==> config.mk <==
export PLATFORM = sky130hd
export DESIGN_NAME = adsr_envelope_level
export DESIGN_NICKNAME = d
export VERILOG_FILES = /design/src/rtl/adsr_pkg.sv /design/src/rtl/adsr_seg.sv /design/src/rtl/adsr_mul.sv /design/src/rtl/adsr_div.sv /design/src/rtl/adsr_envelope_level.sv
export SDC_FILE = /design/constraint.sdc
export NUM_CORES = 2
export LEC_CHECK = 0
export BUFFER_PORTS_ARGS = -buffer_cell sky130_fd_sc_hd__buf_2
export CORE_MARGIN = 4
export CORE_UTILIZATION = 30
export DETAILED_ROUTE_END_ITERATION = 6
export GPL_TIMING_DRIVEN = 0
export PLACE_DENSITY_LB_ADDON = 0.08
export REMOVE_ABC_BUFFERS = 1
export SETUP_SLACK_MARGIN = 0.1
export SLEW_MARGIN = 20
export SYNTH_ARGS = -nofsm -noshare
export SYNTH_HDL_FRONTEND = slang
export SYNTH_SLANG_ARGS = --single-unit
==> constraint.sdc <==
create_clock -name clk -period 90 [get_ports clk]
set_clock_uncertainty 0.2 [all_clocks]
set_input_delay 13.5 -clock clk [delete_from_list [all_inputs] [get_ports clk]]
set_output_delay 13.5 -clock clk [all_outputs]
set_load 0.01 [all_outputs]
==> src/rtl/adsr_pkg.sv <==
`timescale 1ns / 1ps
// Shared types, constants and helpers of the linear ADSR envelope level block.
package adsr_pkg;

	localparam int unsigned TIME_W    = 32;
	localparam int unsigned LEN_W     = 24;
	localparam int unsigned LVL_W     = 17;
	localparam int unsigned PROD_W    = LVL_W + LEN_W;
	localparam int unsigned REG_IDX_W = 3;

	localparam logic [LVL_W-1:0] UNITY = LVL_W'(65536);

	localparam logic [REG_IDX_W-1:0] REG_ATTACK_LEN  = 3'd0;
	localparam logic [REG_IDX_W-1:0] REG_DECAY_LEN   = 3'd1;
	localparam logic [REG_IDX_W-1:0] REG_SUSTAIN_LEN = 3'd2;
	localparam logic [REG_IDX_W-1:0] REG_RELEASE_LEN = 3'd3;
	localparam logic [REG_IDX_W-1:0] REG_SUS_LEVEL   = 3'd4;

	localparam logic [LEN_W-1:0] ATTACK_LEN_RST  = LEN_W'(4800);
	localparam logic [LEN_W-1:0] DECAY_LEN_RST   = LEN_W'(4800);
	localparam logic [LEN_W-1:0] SUSTAIN_LEN_RST = LEN_W'(38400);
	localparam logic [LEN_W-1:0] RELEASE_LEN_RST = LEN_W'(9600);
	localparam logic [LVL_W-1:0] SUS_LEVEL_RST   = LVL_W'(32768);

	// sus_level holds the value after adsr_envelope_level saturates it to unity with sat_level
	typedef struct packed {
		logic [LEN_W-1:0] attack_len;
		logic [LEN_W-1:0] decay_len;
		logic [LEN_W-1:0] sustain_len;
		logic [LEN_W-1:0] release_len;
		logic [LVL_W-1:0] sus_level;
	} cfg_t;

	// level = base + floor(mul_a * mul_b / den)
	typedef struct packed {
		logic [LVL_W-1:0] mul_a;
		logic [LEN_W-1:0] mul_b;
		logic [LEN_W-1:0] den;
		logic [LVL_W-1:0] base;
	} mul_op_t;

	typedef struct packed {
		logic [PROD_W-1:0] prod;
		logic [LEN_W-1:0]  den;
		logic [LVL_W-1:0]  base;
	} div_op_t;

	function automatic logic [LVL_W-1:0] sat_level(input logic [LVL_W-1:0] lvl);
		sat_level = (lvl > UNITY) ? UNITY : lvl;
	endfunction

endpackage

==> src/rtl/adsr_seg.sv <==
`timescale 1ns / 1ps
// Segment decode: three stages that locate the tick and build the divide operands.
module adsr_seg (
	input  logic                          clk,
	input  logic                          arst_n,
	input  logic                          adv,
	input  logic                          valid_in,
	input  logic [adsr_pkg::TIME_W-1:0]   elapsed_in,
	input  adsr_pkg::cfg_t                cfg,
	output logic                          valid_out,
	output adsr_pkg::mul_op_t             op_out
);

	logic                          v_s1, v_s2, v_s3;
	logic                          att_s1, att_s2;
	logic [adsr_pkg::TIME_W-1:0]   o1_s1;
	logic [adsr_pkg::LEN_W:0]      dh_s1;
	logic [adsr_pkg::LEN_W-1:0]    e_s1, e_s2;
	logic                          dec_s2, sus_s2;
	logic [adsr_pkg::TIME_W-1:0]   o3_s2;
	logic [adsr_pkg::LEN_W-1:0]    dmo_s2;
	adsr_pkg::mul_op_t             op_s3;
	adsr_pkg::mul_op_t             op_d;
	logic                          rel;
	logic [adsr_pkg::LEN_W-1:0]    rmo;

	always_ff @(posedge clk or negedge arst_n) begin
		if (!arst_n) begin
			v_s1 <= 1'b0;
			v_s2 <= 1'b0;
			v_s3 <= 1'b0;
		end else if (adv) begin
			v_s1 <= valid_in;
			v_s2 <= v_s1;
			v_s3 <= v_s2;
		end
	end

	// stage 1: attack test, offset past attack
	always_ff @(posedge clk) begin
		if (adv) begin
			att_s1 <= elapsed_in <= adsr_pkg::TIME_W'(cfg.attack_len);
			o1_s1  <= elapsed_in - adsr_pkg::TIME_W'(cfg.attack_len);
			dh_s1  <= (adsr_pkg::LEN_W+1)'(cfg.decay_len)
				+ (adsr_pkg::LEN_W+1)'(cfg.sustain_len);
			e_s1   <= elapsed_in[adsr_pkg::LEN_W-1:0];
		end
	end

	// stage 2: decay and sustain tests, offset past sustain
	always_ff @(posedge clk) begin
		if (adv) begin
			att_s2 <= att_s1;
			e_s2   <= e_s1;
			dec_s2 <= !att_s1 && (o1_s1 <= adsr_pkg::TIME_W'(cfg.decay_len));
			sus_s2 <= !att_s1 && (o1_s1 > adsr_pkg::TIME_W'(cfg.decay_len))
				&& (o1_s1 <= adsr_pkg::TIME_W'(dh_s1));
			o3_s2  <= o1_s1 - adsr_pkg::TIME_W'(dh_s1);
			dmo_s2 <= cfg.decay_len - o1_s1[adsr_pkg::LEN_W-1:0];
		end
	end

	// stage 3: release test and operand selection
	assign rel = !att_s2 && !dec_s2 && !sus_s2
		&& (o3_s2 <= adsr_pkg::TIME_W'(cfg.release_len));
	assign rmo = cfg.release_len - o3_s2[adsr_pkg::LEN_W-1:0];

	always_comb begin
		op_d.mul_a = '0;
		op_d.mul_b = '0;
		op_d.den   = adsr_pkg::LEN_W'(1);
		op_d.base  = '0;
		if (att_s2) begin
			op_d.mul_a = adsr_pkg::UNITY;
			if (cfg.attack_len == '0) begin
				op_d.mul_b = adsr_pkg::LEN_W'(1);
			end else begin
				op_d.mul_b = e_s2;
				op_d.den   = cfg.attack_len;
			end
		end else if (dec_s2) begin
			op_d.mul_a = adsr_pkg::UNITY - cfg.sus_level;
			op_d.mul_b = dmo_s2;
			op_d.base  = cfg.sus_level;
			if (cfg.decay_len != '0) begin
				op_d.den = cfg.decay_len;
			end
		end else if (sus_s2) begin
			op_d.base = cfg.sus_level;
		end else if (rel) begin
			op_d.mul_a = cfg.sus_level;
			op_d.mul_b = rmo;
			if (cfg.release_len != '0) begin
				op_d.den = cfg.release_len;
			end
		end
	end

	always_ff @(posedge clk) begin
		if (adv) begin
			op_s3 <= op_d;
		end
	end

	assign valid_out = v_s3;
	assign op_out    = op_s3;

endmodule

==> src/rtl/adsr_mul.sv <==
`timescale 1ns / 1ps
// Product stage: 17 x 24 multiply of the numerator operands.
module adsr_mul (
	input  logic              clk,
	input  logic              arst_n,
	input  logic              adv,
	input  logic              valid_in,
	input  adsr_pkg::mul_op_t op_in,
	output logic              valid_out,
	output adsr_pkg::div_op_t op_out
);

	logic              v_s4;
	adsr_pkg::div_op_t op_s4;

	always_ff @(posedge clk or negedge arst_n) begin
		if (!arst_n) begin
			v_s4 <= 1'b0;
		end else if (adv) begin
			v_s4 <= valid_in;
		end
	end

	always_ff @(posedge clk) begin
		if (adv) begin
			op_s4.prod <= adsr_pkg::PROD_W'(op_in.mul_a) * adsr_pkg::PROD_W'(op_in.mul_b);
			op_s4.den  <= op_in.den;
			op_s4.base <= op_in.base;
		end
	end

	assign valid_out = v_s4;
	assign op_out    = op_s4;

endmodule

==> src/rtl/adsr_div.sv <==
`timescale 1ns / 1ps
// Pipelined restoring divider: one quotient bit per stage, MSB first.
module adsr_div (
	input  logic                         clk,
	input  logic                         arst_n,
	input  logic                         adv,
	input  logic                         valid_in,
	input  adsr_pkg::div_op_t            op_in,
	output logic                         valid_out,
	output logic [adsr_pkg::LVL_W-1:0]   quo_out,
	output logic [adsr_pkg::LVL_W-1:0]   base_out
);

	localparam int unsigned NSTEP  = adsr_pkg::LVL_W;
	localparam int unsigned DIFF_W = adsr_pkg::PROD_W + 1;

	logic                         v_s    [NSTEP];
	logic [adsr_pkg::PROD_W-1:0]  rem_s  [NSTEP-1];
	logic [adsr_pkg::LEN_W-1:0]   den_s  [NSTEP-1];
	logic [adsr_pkg::LVL_W-1:0]   quo_s  [NSTEP];
	logic [adsr_pkg::LVL_W-1:0]   base_s [NSTEP];

	for (genvar k = 0; k < NSTEP; k++) begin : g_step
		localparam int unsigned SH = NSTEP - 1 - k;
		logic                         v_prev;
		logic [adsr_pkg::PROD_W-1:0]  rem_prev;
		logic [adsr_pkg::LEN_W-1:0]   den_prev;
		logic [adsr_pkg::LVL_W-1:0]   quo_prev;
		logic [adsr_pkg::LVL_W-1:0]   base_prev;
		logic [DIFF_W-1:0]            trial;

		if (k == 0) begin : g_first
			assign v_prev    = valid_in;
			assign rem_prev  = op_in.prod;
			assign den_prev  = op_in.den;
			assign quo_prev  = '0;
			assign base_prev = op_in.base;
		end else begin : g_next
			assign v_prev    = v_s[k-1];
			assign rem_prev  = rem_s[k-1];
			assign den_prev  = den_s[k-1];
			assign quo_prev  = quo_s[k-1];
			assign base_prev = base_s[k-1];
		end

		assign trial = DIFF_W'(rem_prev) - (DIFF_W'(den_prev) << SH);

		always_ff @(posedge clk or negedge arst_n) begin
			if (!arst_n) begin
				v_s[k] <= 1'b0;
			end else if (adv) begin
				v_s[k] <= v_prev;
			end
		end

		always_ff @(posedge clk) begin
			if (adv) begin
				quo_s[k]  <= {quo_prev[adsr_pkg::LVL_W-2:0], ~trial[DIFF_W-1]};
				base_s[k] <= base_prev;
			end
		end

		if (k < NSTEP - 1) begin : g_rem
			always_ff @(posedge clk) begin
				if (adv) begin
					rem_s[k] <= trial[DIFF_W-1] ? rem_prev : trial[adsr_pkg::PROD_W-1:0];
					den_s[k] <= den_prev;
				end
			end
		end
	end

	assign valid_out = v_s[NSTEP-1];
	assign quo_out   = quo_s[NSTEP-1];
	assign base_out  = base_s[NSTEP-1];

endmodule

==> src/rtl/adsr_envelope_level.sv <==
`timescale 1ns / 1ps
// Linear ADSR envelope level: maps ticks since note start to a Q1.16 level.
// Throughput: one item per cycle when not stalled; 3 decode stages, 1 multiply, 17 divider stages, output.
// The whole pipeline advances together; an output stall while a result is valid holds every stage.
// Reset clears all valid bits and loads the default segment lengths and level.
module adsr_envelope_level (
	input  logic                            clk,
	input  logic                            arst_n,
	input  logic                            in_valid,
	output logic                            in_stall,
	input  logic [adsr_pkg::TIME_W-1:0]     elapsed,
	output logic                            out_valid,
	input  logic                            out_stall,
	output logic [adsr_pkg::LVL_W-1:0]      level,
	input  logic                            wr_en,
	input  logic [adsr_pkg::REG_IDX_W-1:0]  wr_index,
	input  logic [adsr_pkg::LEN_W-1:0]      wr_data
);

	logic [adsr_pkg::LEN_W-1:0] attack_len_q, decay_len_q, sustain_len_q, release_len_q;
	logic [adsr_pkg::LVL_W-1:0] sus_level_q;
	adsr_pkg::cfg_t             cfg;
	logic                       adv;
	logic                       seg_valid, mul_valid, div_valid;
	adsr_pkg::mul_op_t          seg_op;
	adsr_pkg::div_op_t          mul_op;
	logic [adsr_pkg::LVL_W-1:0] div_quo, div_base;
	logic                       out_valid_q;
	logic [adsr_pkg::LVL_W-1:0] level_q;

	always_ff @(posedge clk or negedge arst_n) begin
		if (!arst_n) begin
			attack_len_q  <= adsr_pkg::ATTACK_LEN_RST;
			decay_len_q   <= adsr_pkg::DECAY_LEN_RST;
			sustain_len_q <= adsr_pkg::SUSTAIN_LEN_RST;
			release_len_q <= adsr_pkg::RELEASE_LEN_RST;
			sus_level_q   <= adsr_pkg::SUS_LEVEL_RST;
		end else if (wr_en) begin
			unique case (wr_index)
				adsr_pkg::REG_ATTACK_LEN:  attack_len_q  <= wr_data;
				adsr_pkg::REG_DECAY_LEN:   decay_len_q   <= wr_data;
				adsr_pkg::REG_SUSTAIN_LEN: sustain_len_q <= wr_data;
				adsr_pkg::REG_RELEASE_LEN: release_len_q <= wr_data;
				adsr_pkg::REG_SUS_LEVEL:
					sus_level_q <= wr_data[adsr_pkg::LVL_W-1:0];
				default: ;
			endcase
		end
	end

	always_comb begin
		cfg.attack_len  = attack_len_q;
		cfg.decay_len   = decay_len_q;
		cfg.sustain_len = sustain_len_q;
		cfg.release_len = release_len_q;
		cfg.sus_level   = adsr_pkg::sat_level(sus_level_q);
	end

	assign adv      = !(out_valid_q && out_stall);
	assign in_stall = !adv;

	adsr_seg u_seg (
		.clk       (clk),
		.arst_n    (arst_n),
		.adv       (adv),
		.valid_in  (in_valid),
		.elapsed_in(elapsed),
		.cfg       (cfg),
		.valid_out (seg_valid),
		.op_out    (seg_op)
	);

	adsr_mul u_mul (
		.clk      (clk),
		.arst_n   (arst_n),
		.adv      (adv),
		.valid_in (seg_valid),
		.op_in    (seg_op),
		.valid_out(mul_valid),
		.op_out   (mul_op)
	);

	adsr_div u_div (
		.clk      (clk),
		.arst_n   (arst_n),
		.adv      (adv),
		.valid_in (mul_valid),
		.op_in    (mul_op),
		.valid_out(div_valid),
		.quo_out  (div_quo),
		.base_out (div_base)
	);

	always_ff @(posedge clk or negedge arst_n) begin
		if (!arst_n) begin
			out_valid_q <= 1'b0;
		end else if (adv) begin
			out_valid_q <= div_valid;
		end
	end

	always_ff @(posedge clk) begin
		if (adv) begin
			level_q <= div_base + div_quo;
		end
	end

	assign out_valid = out_valid_q;
	assign level     = level_q;

	a_level_max: assert property (@(posedge clk) disable iff (!arst_n)
		out_valid |-> level <= adsr_pkg::UNITY)
		else $error("envelope level above unity");

	a_div_hold: assert property (@(posedge clk) disable iff (!arst_n)
		div_valid && !adv |=> div_valid)
		else $error("divider result lost during output stall");

	a_out_source: assert property (@(posedge clk) disable iff (!arst_n)
		$rose(out_valid) |-> $past(div_valid))
		else $error("result appeared with no divider result behind it");

endmodule

==> flow_summary_export.csv <==
group,metric,value,unit
synth,synth_top_flop_cell,"sky130_fd_sc_hd__edfxtp_1",
clocking,cts_tree,"yes",
layout,synthToLayoutAreaGrowth,13.85,%
synth,synth-seq-area-share,53.57,%
setup_path,worst_r2r_endpoint,"u_mul.op_out[74]",
detailed_routing,drt_iter0_drc,3784,
grt,first_pass_grt_wire_length,416.8,mm
timing,fin_crit_sh,32.40,%
grt,grt_pass1_vias,72370,
layout,fillCellCount,35150,
synth,synthesis.area_per_instance,11.75,um2
synth,ys_types,87,
setup_path,crit_path_start_kind,"input pin",
placed_design,port_buffers,82,
grt,grt_max_degree,75,
setup_path,origin_of_the_worst_setup_path,"out_stall",
setup_path,worst_path_largest_cell_delay,0.32,ns
synth,synth_area_leader_cell,"sky130_fd_sc_hd__edfxtp_1",
job,maxCapViolCount,0,
timing,period_minus_slack,29.16,ns
status,run_status,"finished, violations left",
clocking,post_cts.resized_instances,0,
grt,global_route.overflow_total,0,
synth,synthesis.area,0.1088,mm2
clocking,clock_buffers_created_by_tritoncts,236,
layout,final_util,34.41,%
timing,fin_setup_tns,0,ns
detailed_routing,post_drt_wl_per_cell,18.58,um
die,floorplan.die_area,0.3724,mm2
setup_path,timing.setup.critical_path_class,"input pin to output port",
timing,rsz0062_at_grt,"no",
die,die_y,610.3,um
clocking,source_to_sink_clock_delay_at_the_later_pin_of_the_worst_skew_pair,0.91,ns
detailed_routing,drt_wl_total,268.4,mm
setup_path,top_cell_by_count_worst_path,"sky130_fd_sc_hd__buf_16",
setup_path,ff2ff_path_depth,19,
synth,ys_top_cells_by_area,"sky130_fd_sc_hd__edfxtp_1, sky130_fd_sc_hd__ha_1, sky130_fd_sc_hd__fa_1",
placed_design,detailedPlacementHpwl,204.8,mm
timing,final_max_slew_viol_count,0,
clocking,ctsHoldBuffers,0,
layout,nets,10600,
clocking,cts.sinks,1963,
clocking,cts_setup_buffers,0,
setup_path,setup.reg_to_reg.worst_slack,81.73,ns
status,violated_checks,"design-rule violations",
setup_path,cp.buffers_inverters,7,
detailed_routing,drtPass1Iterations,7,
placed_design,place_ws,60.82,ns
setup_path,worstPathMaxFanout,57,
detailed_routing,detailroute.via_count,68550,
setup_path,timing.critical_path.required,76.30,ns
die,design.core.area,0.3600,mm2
setup_path,cp_cell_sequence,"buf_2, nand2_4, buf_16, buf_16, buf_16, buf_16, inv_1, buf_2",
hold_path,hold_path_class,"register to register",
die,row_count,220,
synth,ys_warn_count,0,
die,die_w,610.3,um
setup_path,cp-end-kind,"output port",
clocking,cell_chosen_for_the_clock_root,"sky130_fd_sc_hd__clkbuf_16",
synth,synth_commonest_cells,"sky130_fd_sc_hd__edfxtp_1, sky130_fd_sc_hd__inv_1, sky130_fd_sc_hd__nand2_1, sky130_fd_sc_hd__ha_1, sky130_fd_sc_hd__o21ai_0",
setup_path,critical_path_cell_count,8,
detailed_routing,detail-route-antenna-nets,0,
synth,postSynthCellCount,9260,
timing,fin_ws,60.84,ns
timing,slew_headroom,21.63,%
grt,antenna_found_initial,4,
setup_path,worst_path_max_delay_cell,"sky130_fd_sc_hd__buf_16",
layout,share_of_layout_cells_above_drive_strength_1,7.527,%
synth,synth-edff-count,1828,
synth,synth_top_cell_area_share,50.44,%
clocking,cts-root-to-sink-buffers,4,
detailed_routing,avgViaCountPerCell,4.745,
timing,achievable-frequency,34.29,MHz
setup_path,cp_data_arrival_time,15.46,ns
setup_path,crit_family,"buffers and inverters",
grt,global_route.usage.total,14.15,%
synth,ys_seq_elements,1963,
die,effective_utilization_at_floorplan,30.22,%
timing,final-setup-viol-count,0,
timing,hold_ws,0.1394,ns
placed_design,gp_congestion,0.8327,
timing,timing_hold_violations_final,0,
setup_path,worst_setup_path_endpoint,"in_stall",
clocking,cts.clk_slew.worst_paths,0.06,ns
die,pin_count,83,
synth,asyncSetResetFlopFracSynth,6.877,%
timing,max_slew.worst_pin.slew,1.176,ns
synth,synthMostInstantiatedCell,"sky130_fd_sc_hd__edfxtp_1",
clocking,h_tree_levels,4,
setup_path,rr_startpoint,"u_seg.op_out[69]",
detailed_routing,drc,1,
[metrics by stage]
| stage | cells | cell area [um2] |
|---|---|---|
| 2_1_floorplan | 9056 | 108000 |
| 3_3_place_gp | 13910 | 114400 |
| 3_5_place_dp | 14010 | 116500 |
| 4_1_cts | 14440 | 123800 |
| 5_1_grt | 14450 | 123900 |
| 6_report | 14450 | 123900 |
[worst min path at each step]
stage | from | end | depth (start not counted)
after detailed placement | u_div.base_s[0][7] | u_div.base_s[0][24] | 0
after global routing | u_div.rem_s[0][6] | u_div.rem_s[1][6] | 0
after floorplan | u_mul.op_out[0] | u_div.base_s[0][0] | 0
after CTS | u_div.rem_s[2][12] | u_div.rem_s[3][12] | 0
final | u_div.rem_s[2][12] | u_div.rem_s[3][12] | 0
after global placement | u_div.base_s[1][4] | u_div.base_s[1][21] | 0
[cells by family (layout without fill, tap and decap cells)]
logic type,Yosys count,count (layout),synth area share [%]
buf+inv,1320,1732,4.571
mux,142,142,1.453
flops,1963,1963,53.57
simple gates,2226,2226,9.852
xor+xnor,567,567,4.564
fa+ha+maj,1057,1057,14.58
compound gates,1985,1985,11.42
other cells,0,3,0
[state kept, by name (all words and copies together), names as in the netlist, 25 cells and up]
name / count
u_seg.o3_s2: 32
u_div.base_s: 289
u_mul.op_out: 82
u_seg.dh_s1: 25
u_seg.op_out: 82
u_div.rem_s: 656
u_div.quo_s: 153
u_div.den_s: 384
u_seg.o1_s1: 32
[area by class of cell]
class | instances | area [um2] | area share (%)
diodes | 3 | 7.507 | 0.006060
clock buffers | 312 | 6345 | 5.122
clock inverters | 122 | 1018 | 0.8221
inverters | 1116 | 4189 | 3.381
multi-input cells | 5977 | 45750 | 36.93
flip-flops and latches | 1963 | 58290 | 47.05
well taps | 4773 | 5972 | 4.821
repair buffers | 182 | 2310 | 1.864
[placed cells by master, fill, tap and decap left out, drive strengths merged, types with 30 or more instances in the layout]
cell type | Yosys | final
a211oi | 48 | 48
a21boi | 31 | 31
a21o | 233 | 233
a21oi | 546 | 546
a22oi | 37 | 37
a31oi | 46 | 46
and2 | 187 | 187
and3 | 41 | 41
buf | 17 | 181
clkbuf | 187 | 312
clkinv | 4 | 103
dfrtp | 118 | 118
edfxtp | 1828 | 1828
fa | 351 | 351
ha | 706 | 706
inv | 1112 | 1120
mux2 | 128 | 128
nand2 | 814 | 814
nand2b | 114 | 114
nand3 | 94 | 94
nand4 | 53 | 53
nor2 | 444 | 444
nor2b | 95 | 95
nor3 | 136 | 136
nor4 | 62 | 62
o21a | 112 | 112
o21ai | 562 | 562
o21bai | 65 | 65
o31a | 30 | 30
o31ai | 64 | 64
or3 | 63 | 63
xnor2 | 313 | 313
xor2 | 254 | 254
[routing by layer]
| metal | wire length, um | vias up | track usage [%] | share of wire [%] |
|---|---|---|---|---|
| met5 | 0 | - | 0 | 0 |
| met4 | 10420 | 0 | 5.338 | 3.9 |
| met3 | 8937 | 522 | 1.835 | 3.3 |
| met2 | 141300 | 1122 | 26.77 | 53 |
| met1 | 107700 | 33560 | 16.07 | 40 |
| li1 | - | 33340 | - | - |
Power is not shown: default switching activity piles up to over one toggle a cycle in this logic, so the estimate is an artifact.
